`src/rtl/sib_pkg.sv`:
```
package sib_pkg;

	// item kinds
	localparam logic KIND_ADD   = 1'b0;
	localparam logic KIND_QUERY = 1'b1;

	// request word
	typedef struct packed {
		logic               kind;
		logic [31:0]        sample_time;
		logic [31:0]        command_id;
		logic signed [31:0] pos_x;
		logic signed [31:0] pos_y;
		logic signed [31:0] current_x;
		logic signed [31:0] current_y;
	} req_t;

	// response word
	typedef struct packed {
		logic signed [31:0] out_x;
		logic signed [31:0] out_y;
		logic               from_history;
	} rsp_t;

	// controller states
	typedef enum logic [3:0] {
		ST_IDLE,
		ST_ADD,
		ST_QSTART,
		ST_QPREV,
		ST_QCMP,
		ST_RDA,
		ST_RDB,
		ST_DIV,
		ST_MULX,
		ST_MULY,
		ST_FINY,
		ST_RESULT
	} state_t;

	// controller to datapath
	typedef struct packed {
		logic load_in;
		logic add;
		logic rd_walk;
		logic save_prev;
		logic rd_s0;
		logic rd_s1;
		logic div_load;
		logic div_step;
		logic cap_a;
		logic cap_b;
		logic mul_x;
		logic mul_y;
		logic fin_x;
		logic fin_y;
		logic out_load;
	} cmd_t;

	// datapath to controller
	typedef struct packed {
		logic req_valid;
		logic req_kind;
		logic count_lt2;
		logic match;
		logic walk_last;
		logic div_last;
		logic out_free;
	} sts_t;

endpackage

```
`src/rtl/snapshot_interpolation_buffer.sv`:
```
// channel  signals                    word
// request  req_valid, req_stall, req  kind, sample_time, command_id, pos, current
// response rsp_valid, rsp_stall, rsp  out_x, out_y, from_history
//
// one word at a time: a query is paced by the one-read-port entry walk and the
// bit-serial divider, then by one shared multiplier for x and y.
// reset clears the ring bookkeeping and control only; entries are not cleared.
// a finished response waits in the output register while the next word is taken.
module snapshot_interpolation_buffer #(
	parameter int SNAPSHOT_DEPTH = 16,
	parameter int FRACTION_BITS  = 16
) (
	input  logic          clk,
	input  logic          arst_n,
	input  logic          req_valid,
	output logic          req_stall,
	input  sib_pkg::req_t req,
	output logic          rsp_valid,
	input  logic          rsp_stall,
	output sib_pkg::rsp_t rsp
);

	sib_pkg::cmd_t cmd;
	sib_pkg::sts_t sts;

	// sequencer
	sib_ctrl u_ctrl (
		.clk    (clk),
		.arst_n (arst_n),
		.sts    (sts),
		.cmd    (cmd),
		.stall  (req_stall)
	);

	// storage and arithmetic
	sib_dp #(
		.SNAPSHOT_DEPTH (SNAPSHOT_DEPTH),
		.FRACTION_BITS  (FRACTION_BITS)
	) u_dp (
		.clk       (clk),
		.arst_n    (arst_n),
		.cmd       (cmd),
		.sts       (sts),
		.req_valid (req_valid && !req_stall),
		.req       (req),
		.rsp_valid (rsp_valid),
		.rsp_stall (rsp_stall),
		.rsp       (rsp)
	);

	// an add never loads a response
	a_add_silent: assert property (@(posedge clk) disable iff (!arst_n)
		req_valid && !req_stall && req.kind == sib_pkg::KIND_ADD |=> !cmd.out_load)
		else $error("response loaded for an add word");

	// a waiting response is never overwritten
	a_no_overwrite: assert property (@(posedge clk) disable iff (!arst_n)
		cmd.out_load |-> !rsp_valid || !rsp_stall)
		else $error("response overwritten while stalled");

	// a loaded response shows up next cycle
	a_load_shows: assert property (@(posedge clk) disable iff (!arst_n)
		cmd.out_load |=> rsp_valid)
		else $error("loaded response not presented");

	// divider never loaded and stepped together
	a_div_excl: assert property (@(posedge clk) disable iff (!arst_n)
		cmd.div_step |-> !cmd.div_load)
		else $error("divider load and step clash");

endmodule

```
`src/rtl/sib_ctrl.sv`:
```
module sib_ctrl (
	input  logic          clk,
	input  logic          arst_n,
	input  sib_pkg::sts_t sts,
	output sib_pkg::cmd_t cmd,
	output logic          stall
);

	sib_pkg::state_t state_q;
	sib_pkg::state_t state_nxt;

	// state register
	always_ff @(posedge clk or negedge arst_n) begin
		if (!arst_n) begin
			state_q <= sib_pkg::ST_IDLE;
		end else begin
			state_q <= state_nxt;
		end
	end

	// next state
	always_comb begin
		state_nxt = state_q;
		unique case (state_q)
			sib_pkg::ST_IDLE: begin
				if (sts.req_valid) begin
					state_nxt = (sts.req_kind == sib_pkg::KIND_ADD) ?
						sib_pkg::ST_ADD : sib_pkg::ST_QSTART;
				end
			end
			sib_pkg::ST_ADD:    state_nxt = sib_pkg::ST_IDLE;
			sib_pkg::ST_QSTART: begin
				state_nxt = sts.count_lt2 ? sib_pkg::ST_RESULT : sib_pkg::ST_QPREV;
			end
			sib_pkg::ST_QPREV:  state_nxt = sib_pkg::ST_QCMP;
			sib_pkg::ST_QCMP: begin
				if (sts.match) begin
					state_nxt = sib_pkg::ST_RDA;
				end else if (sts.walk_last) begin
					state_nxt = sib_pkg::ST_RESULT;
				end
			end
			sib_pkg::ST_RDA:    state_nxt = sib_pkg::ST_RDB;
			sib_pkg::ST_RDB:    state_nxt = sib_pkg::ST_DIV;
			sib_pkg::ST_DIV: begin
				if (sts.div_last) begin
					state_nxt = sib_pkg::ST_MULX;
				end
			end
			sib_pkg::ST_MULX:   state_nxt = sib_pkg::ST_MULY;
			sib_pkg::ST_MULY:   state_nxt = sib_pkg::ST_FINY;
			sib_pkg::ST_FINY:   state_nxt = sib_pkg::ST_RESULT;
			sib_pkg::ST_RESULT: begin
				if (sts.out_free) begin
					state_nxt = sib_pkg::ST_IDLE;
				end
			end
			default:            state_nxt = sib_pkg::ST_IDLE;
		endcase
	end

	// commands
	always_comb begin
		cmd = '0;
		unique case (state_q)
			sib_pkg::ST_IDLE:   cmd.load_in = sts.req_valid;
			sib_pkg::ST_ADD:    cmd.add = 1'b1;
			sib_pkg::ST_QSTART: cmd.rd_walk = !sts.count_lt2;
			sib_pkg::ST_QPREV: begin
				cmd.save_prev = 1'b1;
				cmd.rd_walk   = 1'b1;
			end
			sib_pkg::ST_QCMP: begin
				if (sts.match) begin
					cmd.div_load = 1'b1;
					cmd.rd_s0    = 1'b1;
				end else if (!sts.walk_last) begin
					cmd.save_prev = 1'b1;
					cmd.rd_walk   = 1'b1;
				end
			end
			sib_pkg::ST_RDA: begin
				cmd.cap_a    = 1'b1;
				cmd.rd_s1    = 1'b1;
				cmd.div_step = 1'b1;
			end
			sib_pkg::ST_RDB: begin
				cmd.cap_b    = 1'b1;
				cmd.div_step = 1'b1;
			end
			sib_pkg::ST_DIV:    cmd.div_step = 1'b1;
			sib_pkg::ST_MULX:   cmd.mul_x = 1'b1;
			sib_pkg::ST_MULY: begin
				cmd.fin_x = 1'b1;
				cmd.mul_y = 1'b1;
			end
			sib_pkg::ST_FINY:   cmd.fin_y = 1'b1;
			sib_pkg::ST_RESULT: cmd.out_load = sts.out_free;
			default:            cmd = '0;
		endcase
	end

	assign stall = (state_q != sib_pkg::ST_IDLE);

endmodule

```
`src/rtl/sib_dp.sv`:
```
module sib_dp #(
	parameter int SNAPSHOT_DEPTH = 16,
	parameter int FRACTION_BITS  = 16
) (
	input  logic          clk,
	input  logic          arst_n,
	input  sib_pkg::cmd_t cmd,
	output sib_pkg::sts_t sts,
	input  logic          req_valid,
	input  sib_pkg::req_t req,
	output logic          rsp_valid,
	input  logic          rsp_stall,
	output sib_pkg::rsp_t rsp
);

	localparam int IDX_W  = $clog2(SNAPSHOT_DEPTH);
	localparam int CNT_W  = $clog2(SNAPSHOT_DEPTH + 1);
	localparam int DCNT_W = $clog2(FRACTION_BITS);
	localparam int PROD_W = FRACTION_BITS + 34;

	// snapshot memories
	logic [31:0] mem_time [SNAPSHOT_DEPTH];
	logic [31:0] mem_x    [SNAPSHOT_DEPTH];
	logic [31:0] mem_y    [SNAPSHOT_DEPTH];

	sib_pkg::req_t      req_q;
	logic [CNT_W-1:0]   count_q;
	logic [IDX_W-1:0]   oldest_q;
	logic [31:0]        newest_q;
	logic [IDX_W-1:0]   walk_slot_q;
	logic [CNT_W-1:0]   walk_off_q;
	logic [IDX_W-1:0]   sl_q;
	logic [IDX_W-1:0]   sl_prev_q;
	logic [31:0]        t_prev_q;
	logic [31:0]        rd_time_q;
	logic [31:0]        rd_x_q;
	logic [31:0]        rd_y_q;
	logic [31:0]        rem_q;
	logic [31:0]        den_q;
	logic [FRACTION_BITS-1:0] quo_q;
	logic [DCNT_W-1:0]  div_cnt_q;
	logic [31:0]        a_x_q;
	logic [31:0]        a_y_q;
	logic signed [32:0] diff_x_q;
	logic signed [32:0] diff_y_q;
	logic signed [PROD_W-1:0] prod_q;
	logic [31:0]        res_x_q;
	logic [31:0]        res_y_q;
	logic               hist_q;
	logic               rsp_valid_q;
	sib_pkg::rsp_t      rsp_q;

	logic [CNT_W:0]     slot_sum;
	logic [IDX_W-1:0]   wr_slot;
	logic               dup;
	logic [IDX_W-1:0]   rd_addr;
	logic [32:0]        div_sh;
	logic               div_ge;
	logic signed [32:0] mul_a;
	logic signed [FRACTION_BITS:0] frac_s;

	function automatic logic [IDX_W-1:0] slot_next(input logic [IDX_W-1:0] s);
		slot_next = (s == IDX_W'(SNAPSHOT_DEPTH - 1)) ? '0 : s + 1'b1;
	endfunction

	// write slot: oldest plus count, wrapped once (also gives oldest when full)
	always_comb begin
		slot_sum = (CNT_W + 1)'(oldest_q) + (CNT_W + 1)'(count_q);
		if (slot_sum >= (CNT_W + 1)'(SNAPSHOT_DEPTH)) begin
			slot_sum = slot_sum - (CNT_W + 1)'(SNAPSHOT_DEPTH);
		end
		wr_slot = slot_sum[IDX_W-1:0];
	end

	assign dup = (count_q != '0) && (req_q.command_id == newest_q);

	// read address select
	always_comb begin
		if (cmd.rd_s0) begin
			rd_addr = sl_prev_q;
		end else if (cmd.rd_s1) begin
			rd_addr = sl_q;
		end else begin
			rd_addr = walk_slot_q;
		end
	end

	// memory write and registered read
	always_ff @(posedge clk) begin
		if (cmd.add && !dup) begin
			mem_time[wr_slot] <= req_q.sample_time;
			mem_x[wr_slot]    <= req_q.pos_x;
			mem_y[wr_slot]    <= req_q.pos_y;
		end
		rd_time_q <= mem_time[rd_addr];
		rd_x_q    <= mem_x[rd_addr];
		rd_y_q    <= mem_y[rd_addr];
	end

	// ring bookkeeping
	always_ff @(posedge clk or negedge arst_n) begin
		if (!arst_n) begin
			count_q  <= '0;
			oldest_q <= '0;
			newest_q <= '0;
		end else if (cmd.add && !dup) begin
			newest_q <= req_q.command_id;
			if (count_q < CNT_W'(SNAPSHOT_DEPTH)) begin
				count_q <= count_q + 1'b1;
			end else begin
				oldest_q <= slot_next(oldest_q);
			end
		end
	end

	// request word and walk pointers
	always_ff @(posedge clk) begin
		if (cmd.load_in) begin
			req_q       <= req;
			walk_slot_q <= oldest_q;
			walk_off_q  <= '0;
		end
		if (cmd.rd_walk) begin
			walk_slot_q <= slot_next(walk_slot_q);
			walk_off_q  <= walk_off_q + 1'b1;
			sl_q        <= walk_slot_q;
			sl_prev_q   <= sl_q;
		end
		if (cmd.save_prev) begin
			t_prev_q <= rd_time_q;
		end
	end

	// history flag, set when a bracketing pair is found
	always_ff @(posedge clk or negedge arst_n) begin
		if (!arst_n) begin
			hist_q <= 1'b0;
		end else if (cmd.load_in) begin
			hist_q <= 1'b0;
		end else if (cmd.div_load) begin
			hist_q <= 1'b1;
		end
	end

	// restoring divider, one quotient bit a cycle
	assign div_sh = {rem_q, 1'b0};
	assign div_ge = (div_sh >= {1'b0, den_q});

	always_ff @(posedge clk) begin
		if (cmd.div_load) begin
			div_cnt_q <= '0;
			quo_q     <= '0;
			if (req_q.sample_time >= t_prev_q) begin
				rem_q <= req_q.sample_time - t_prev_q;
				den_q <= rd_time_q - t_prev_q;
			end else begin
				// query before the older snapshot: fraction clamps to zero
				rem_q <= '0;
				den_q <= 32'd1;
			end
		end else if (cmd.div_step) begin
			div_cnt_q <= div_cnt_q + 1'b1;
			quo_q     <= {quo_q[FRACTION_BITS-2:0], div_ge};
			if (div_ge) begin
				rem_q <= div_sh[31:0] - den_q;
			end else begin
				rem_q <= div_sh[31:0];
			end
		end
	end

	// pair positions and differences
	always_ff @(posedge clk) begin
		if (cmd.cap_a) begin
			a_x_q <= rd_x_q;
			a_y_q <= rd_y_q;
		end
		if (cmd.cap_b) begin
			diff_x_q <= $signed({rd_x_q[31], rd_x_q}) - $signed({a_x_q[31], a_x_q});
			diff_y_q <= $signed({rd_y_q[31], rd_y_q}) - $signed({a_y_q[31], a_y_q});
		end
	end

	// shared multiplier, x then y
	assign mul_a  = cmd.mul_y ? diff_y_q : diff_x_q;
	assign frac_s = $signed({1'b0, quo_q});

	always_ff @(posedge clk) begin
		if (cmd.mul_x || cmd.mul_y) begin
			prod_q <= PROD_W'(mul_a) * PROD_W'(frac_s);
		end
		// floor shift: low word of the arithmetically shifted product
		if (cmd.fin_x) begin
			res_x_q <= a_x_q + prod_q[FRACTION_BITS+31:FRACTION_BITS];
		end
		if (cmd.fin_y) begin
			res_y_q <= a_y_q + prod_q[FRACTION_BITS+31:FRACTION_BITS];
		end
	end

	// output register
	always_ff @(posedge clk or negedge arst_n) begin
		if (!arst_n) begin
			rsp_valid_q <= 1'b0;
		end else if (cmd.out_load) begin
			rsp_valid_q <= 1'b1;
		end else if (!rsp_stall) begin
			rsp_valid_q <= 1'b0;
		end
	end

	always_ff @(posedge clk) begin
		if (cmd.out_load) begin
			rsp_q.from_history <= hist_q;
			rsp_q.out_x        <= hist_q ? res_x_q : req_q.current_x;
			rsp_q.out_y        <= hist_q ? res_y_q : req_q.current_y;
		end
	end

	assign rsp_valid = rsp_valid_q;
	assign rsp       = rsp_q;

	// status
	assign sts.req_valid = req_valid;
	assign sts.req_kind  = req.kind;
	assign sts.count_lt2 = (count_q < CNT_W'(2));
	assign sts.match     = (rd_time_q > req_q.sample_time);
	assign sts.walk_last = (walk_off_q == count_q);
	assign sts.div_last  = (div_cnt_q == DCNT_W'(FRACTION_BITS - 1));
	assign sts.out_free  = !rsp_valid_q || !rsp_stall;

endmodule
```
`config.mk`:
```
export PLATFORM = sky130hd
export DESIGN_NAME = snapshot_interpolation_buffer
export DESIGN_NICKNAME = d
export VERILOG_FILES = /design/src/rtl/sib_pkg.sv /design/src/rtl/snapshot_interpolation_buffer.sv /design/src/rtl/sib_ctrl.sv /design/src/rtl/sib_dp.sv
export SDC_FILE = /design/constraint.sdc
export NUM_CORES = 2
export LEC_CHECK = 0
export ABC_AREA = 1
export BUFFER_PORTS_ARGS = -buffer_cell sky130_fd_sc_hd__buf_2
export CORE_ASPECT_RATIO = 0.6
export CORE_MARGIN = 3
export CORE_UTILIZATION = 47
export DETAILED_ROUTE_END_ITERATION = 10
export GPL_ROUTABILITY_DRIVEN = 1
export PLACE_DENSITY = 0.73
export SYNTH_ARGS = -nofsm -noshare
export SYNTH_HDL_FRONTEND = slang
export SYNTH_SLANG_ARGS = --single-unit
```
`constraint.sdc`:
```
create_clock -name clk -period 12.6 [get_ports clk]
set_input_delay 1.89 -clock clk [delete_from_list [all_inputs] [get_ports clk]]
set_output_delay 1.89 -clock clk [all_outputs]
set_load 0.01 [all_outputs]
```
==> run_results.csv <==
group,metric,value,unit
final_layout,area_growth,9.41,%
pwr,swShare,44.2,%
final_layout,final_common_cell,"inv_1",
clock_tree,clkSinkCount,2295,
route,routedWlPerCell,22.3,um
yosys,async_reset_ff_share,2.05,%
sta,layout_worst_path_cycle_share,71.6,%
yosys,syn-instance-count,12100,
pwr,p_int,17.8,mW
yosys,synth_top_cell_by_area,"edfxtp_1",
global_routing,grt_use_total,26.0,%
global_routing,grt_max_degree,176,
critical_path,critPathLaunchType,"flip-flop",
floorplanning,fp.dieW,665,um
yosys,syn_area,0.122,mm2
job,cap_violations,0,
final_layout,final_cell_mix,"inv_1, nand2_1, edfxtp_1, nand3_1, fa_1",
route,drt_iter0_drc,11200,
floorplanning,ioPinCount,264,
critical_path,critPathArrivalTime,9.60,ns
yosys,synth_top_cell_area_share,52.3,%
route,ant_nets,0,
clock_tree,ctsResizeCount,0,
floorplanning,core-area,0.258,mm2
final_layout,finalInstanceArea,0.134,mm2
pwr,p_seq_share,33.6,%
critical_path,critPathMaxFanout,66,
hold_path,min_from,"u_dp.rd_y_q[19]",
sta,finalSetupViolCount,0,
final_layout,drive_above_1_share,6.54,%
clock_tree,cts_hold_buf,0,
yosys,seq_area_frac_synth,55.1,%
yosys,ys_ff_latch,2295,
pwr,switching_power,14.1,mW
final_layout,fin_nets,13300,
clock_tree,tritoncts,"yes",
sta,worst_slew_pin_slew,1.36,ns
pwr,p_clk_share,19.8,%
clock_tree,clk_pin_slew_worst_paths,0.07,ns
placement,place_hpwl,225000,um
sta,rsz0062_at_grt,"no",
yosys,synthMuxAreaShare,0,%
route,firstDrtPassIters,6,
floorplanning,dieHeight,401,um
global_routing,grt_pass1_wl,525000,um
critical_path,critPathLaunch,"u_ctrl.state_q[2]",
yosys,synth-compound-area-share,3.76,%
yosys,synth.net_count,13100,
outcome,outcome,"complete, no violations",
sta,holdWs,0.436,ns
placement,portBuffers,263,
pwr,p_total,31.9,mW
yosys,synth.area.top_cells,"edfxtp_1, fa_1, inv_1",
yosys,synth_fa_ha_area_share,11.9,%
yosys,ys_types,50,
yosys,synth-simple-area-share,18.0,%
route,via_per_inst,5.48,
clock_tree,cts_buffer_depth,4,
global_routing,grt_pass1_vias,81300,
sta,slew_headroom,9.27,%
clock_tree,cts_made_buffers,206,
critical_path,worstSetupPathType,"reg -> reg",
critical_path,rr_startpoint,"u_ctrl.state_q[2]",
route,wirelength,353000,um
sta,setup_tns,0,ns
floorplanning,initial_core_util,47.5,%
pwr,irDropWorstVdd,379,uV
yosys,yosys_warnings,0,
yosys,avgSynthCellArea,10.1,um2
clock_tree,cts_setup_buffers,0,
critical_path,end_kind,"flip-flop",
critical_path,cp.required,13.17,ns
global_routing,overflow,0,
route,num_vias,86500,
yosys,synth_xor_area_share,2.00,%
critical_path,critical-path-top-delay-family,"adder cells",
global_routing,antenna_found_initial,13,
sta,fmax,111,MHz
clock_tree,cts-htree-levels,4,
critical_path,cpMostUsedCell,"inv_1",
critical_path,cp_num_buf_inv,9,
placement,gp_congestion,1.06,
sta,finalClockSkew,0.0502,ns
sta,slew_violations,0,
yosys,synth_edf_count,2132,
critical_path,cp_slowest_stage_delay,0.67,ns
placement,placed_area,0.127,mm2
pwr,power.density,238,mW/mm2
sta,finalHoldViolCount,0,
route,drc,0,
yosys,ys.flop_type,"edfxtp_1",
floorplanning,die_area,0.267,mm2
clock_tree,clk_latency,0.89,ns
hold_path,hold_class,"reg -> reg",
pwr,p_leak,58.0,nW
pwr,p_comb_share,46.6,%
yosys,synth_top_family_by_area,"simple AND/OR/NAND/NOR gates",
clock_tree,root_buffer,"clkbuf_16",
floorplanning,rows,144,
sta,fin_crit,9.03,ns
final_layout,fillers,22400,
critical_path,crit_slowest_cell,"o21ai_0",
state kept, by name, indices dropped and copies added (netlist names), 33 cells and up:
signal and count:
u_dp.mem_time 512, u_dp.req_q 192, u_dp.diff_x_q 33, u_dp.rsp 65, u_dp.diff_y_q 33, u_dp.mem_x 512, u_dp.mem_y 512
metal layers:
layer	up-vias	wire, um	share of wire (%)	track usage (%)
li1	39500	-	-	-
met1	41400	150000	43	39.1
met2	5067	144000	41	36.1
met3	522	49100	14	8.13
met4	2	9760	2.8	6.61
met5	-	98	0.028	0.268
layout make-up:
| cell class | count | area (um2) | share of cell area [%] |
|---|---|---|---|
| antenna | 7 | 17.5 | 0.0131 |
| sequential | 2295 | 67500 | 50.4 |
| inverter | 2410 | 9060 | 6.76 |
| tap | 3431 | 4290 | 3.20 |
| timing repair buffer | 391 | 2430 | 1.81 |
| clock buffer | 269 | 5610 | 4.18 |
| multi-input combinational | 6887 | 44000 | 32.9 |
| clock inverter | 105 | 996 | 0.744 |
cell usage after synthesis, drive strengths merged (3+ instances only):
library cell,n
inv,2397
nand2,2319
edfxtp,2132
nand3,1658
nor2,509
fa,497
ha,374
a21oi,318
nand3b,292
buf,277
o21ai,273
clkbuf,200
xor2,171
dfxtp,116
xnor2,108
or2,52
dfrtp,47
nor3,38
nand4,36
a21o,30
o21a,29
o211ai,28
a31oi,27
nor4,26
o21bai,18
a21boi,16
a22oi,16
a211oi,13
clkinv,13
o22ai,10
a221oi,7
o311ai,5
o2111ai,4
o221a,4
o221ai,3
metrics by stage:
stage / std cells / utilization, % / setup WS, ns
after floorplan: 12100 / - / 1.96
after global placement: 15400 / 49.4 / 4.09
after detailed placement: 15400 / 49.4 / 3.84
after CTS: 15800 / 51.9 / 3.81
after global routing: 15800 / 51.9 / 2.98
final: 15800 / 52.0 / 3.57
cell families (layout without fill, tap and decap cells):
logic type / Yosys count / after routing
AOI/OAI and AO/OA: 802 / 802
xor gates and xnor gates: 279 / 279
adders and majority gates: 871 / 871
buffers and inverters: 2887 / 3175
DFF: 2295 / 2295
other: 0 / 7
and+or+nand+nor: 4935 / 4935
worst paths after layout:
| path | depth (start not counted) | slack (ns) | to |
|---|---|---|---|
| setup / recovery | 28 | 3.57 | u_dp.prod_q[47] |
| hold / removal | 0 | 0.44 | u_dp.a_y_q[19] |
| setup reg to reg | 28 | 3.57 | u_dp.prod_q[47] |
| hold reg to reg | 0 | 0.44 | u_dp.a_y_q[19] |
| max in group asynchronous | 2 | 10.97 | u_dp.hist_q |
| min in group asynchronous | 2 | 1.15 | u_dp.newest_q[11] |
power by group through the flow:
stage          logic [mW]  clock network, mW  registers, mW
6_report             14.9               6.33           10.7
5_1_grt              16.3               6.72           10.8
4_1_cts              14.5               6.41           10.7
3_5_place_dp         14.4                  0           10.8
3_3_place_gp         14.2                  0           10.8
2_1_floorplan        9.85                  0           10.5
No activity file was read; power rests on OpenSTA's default activity.
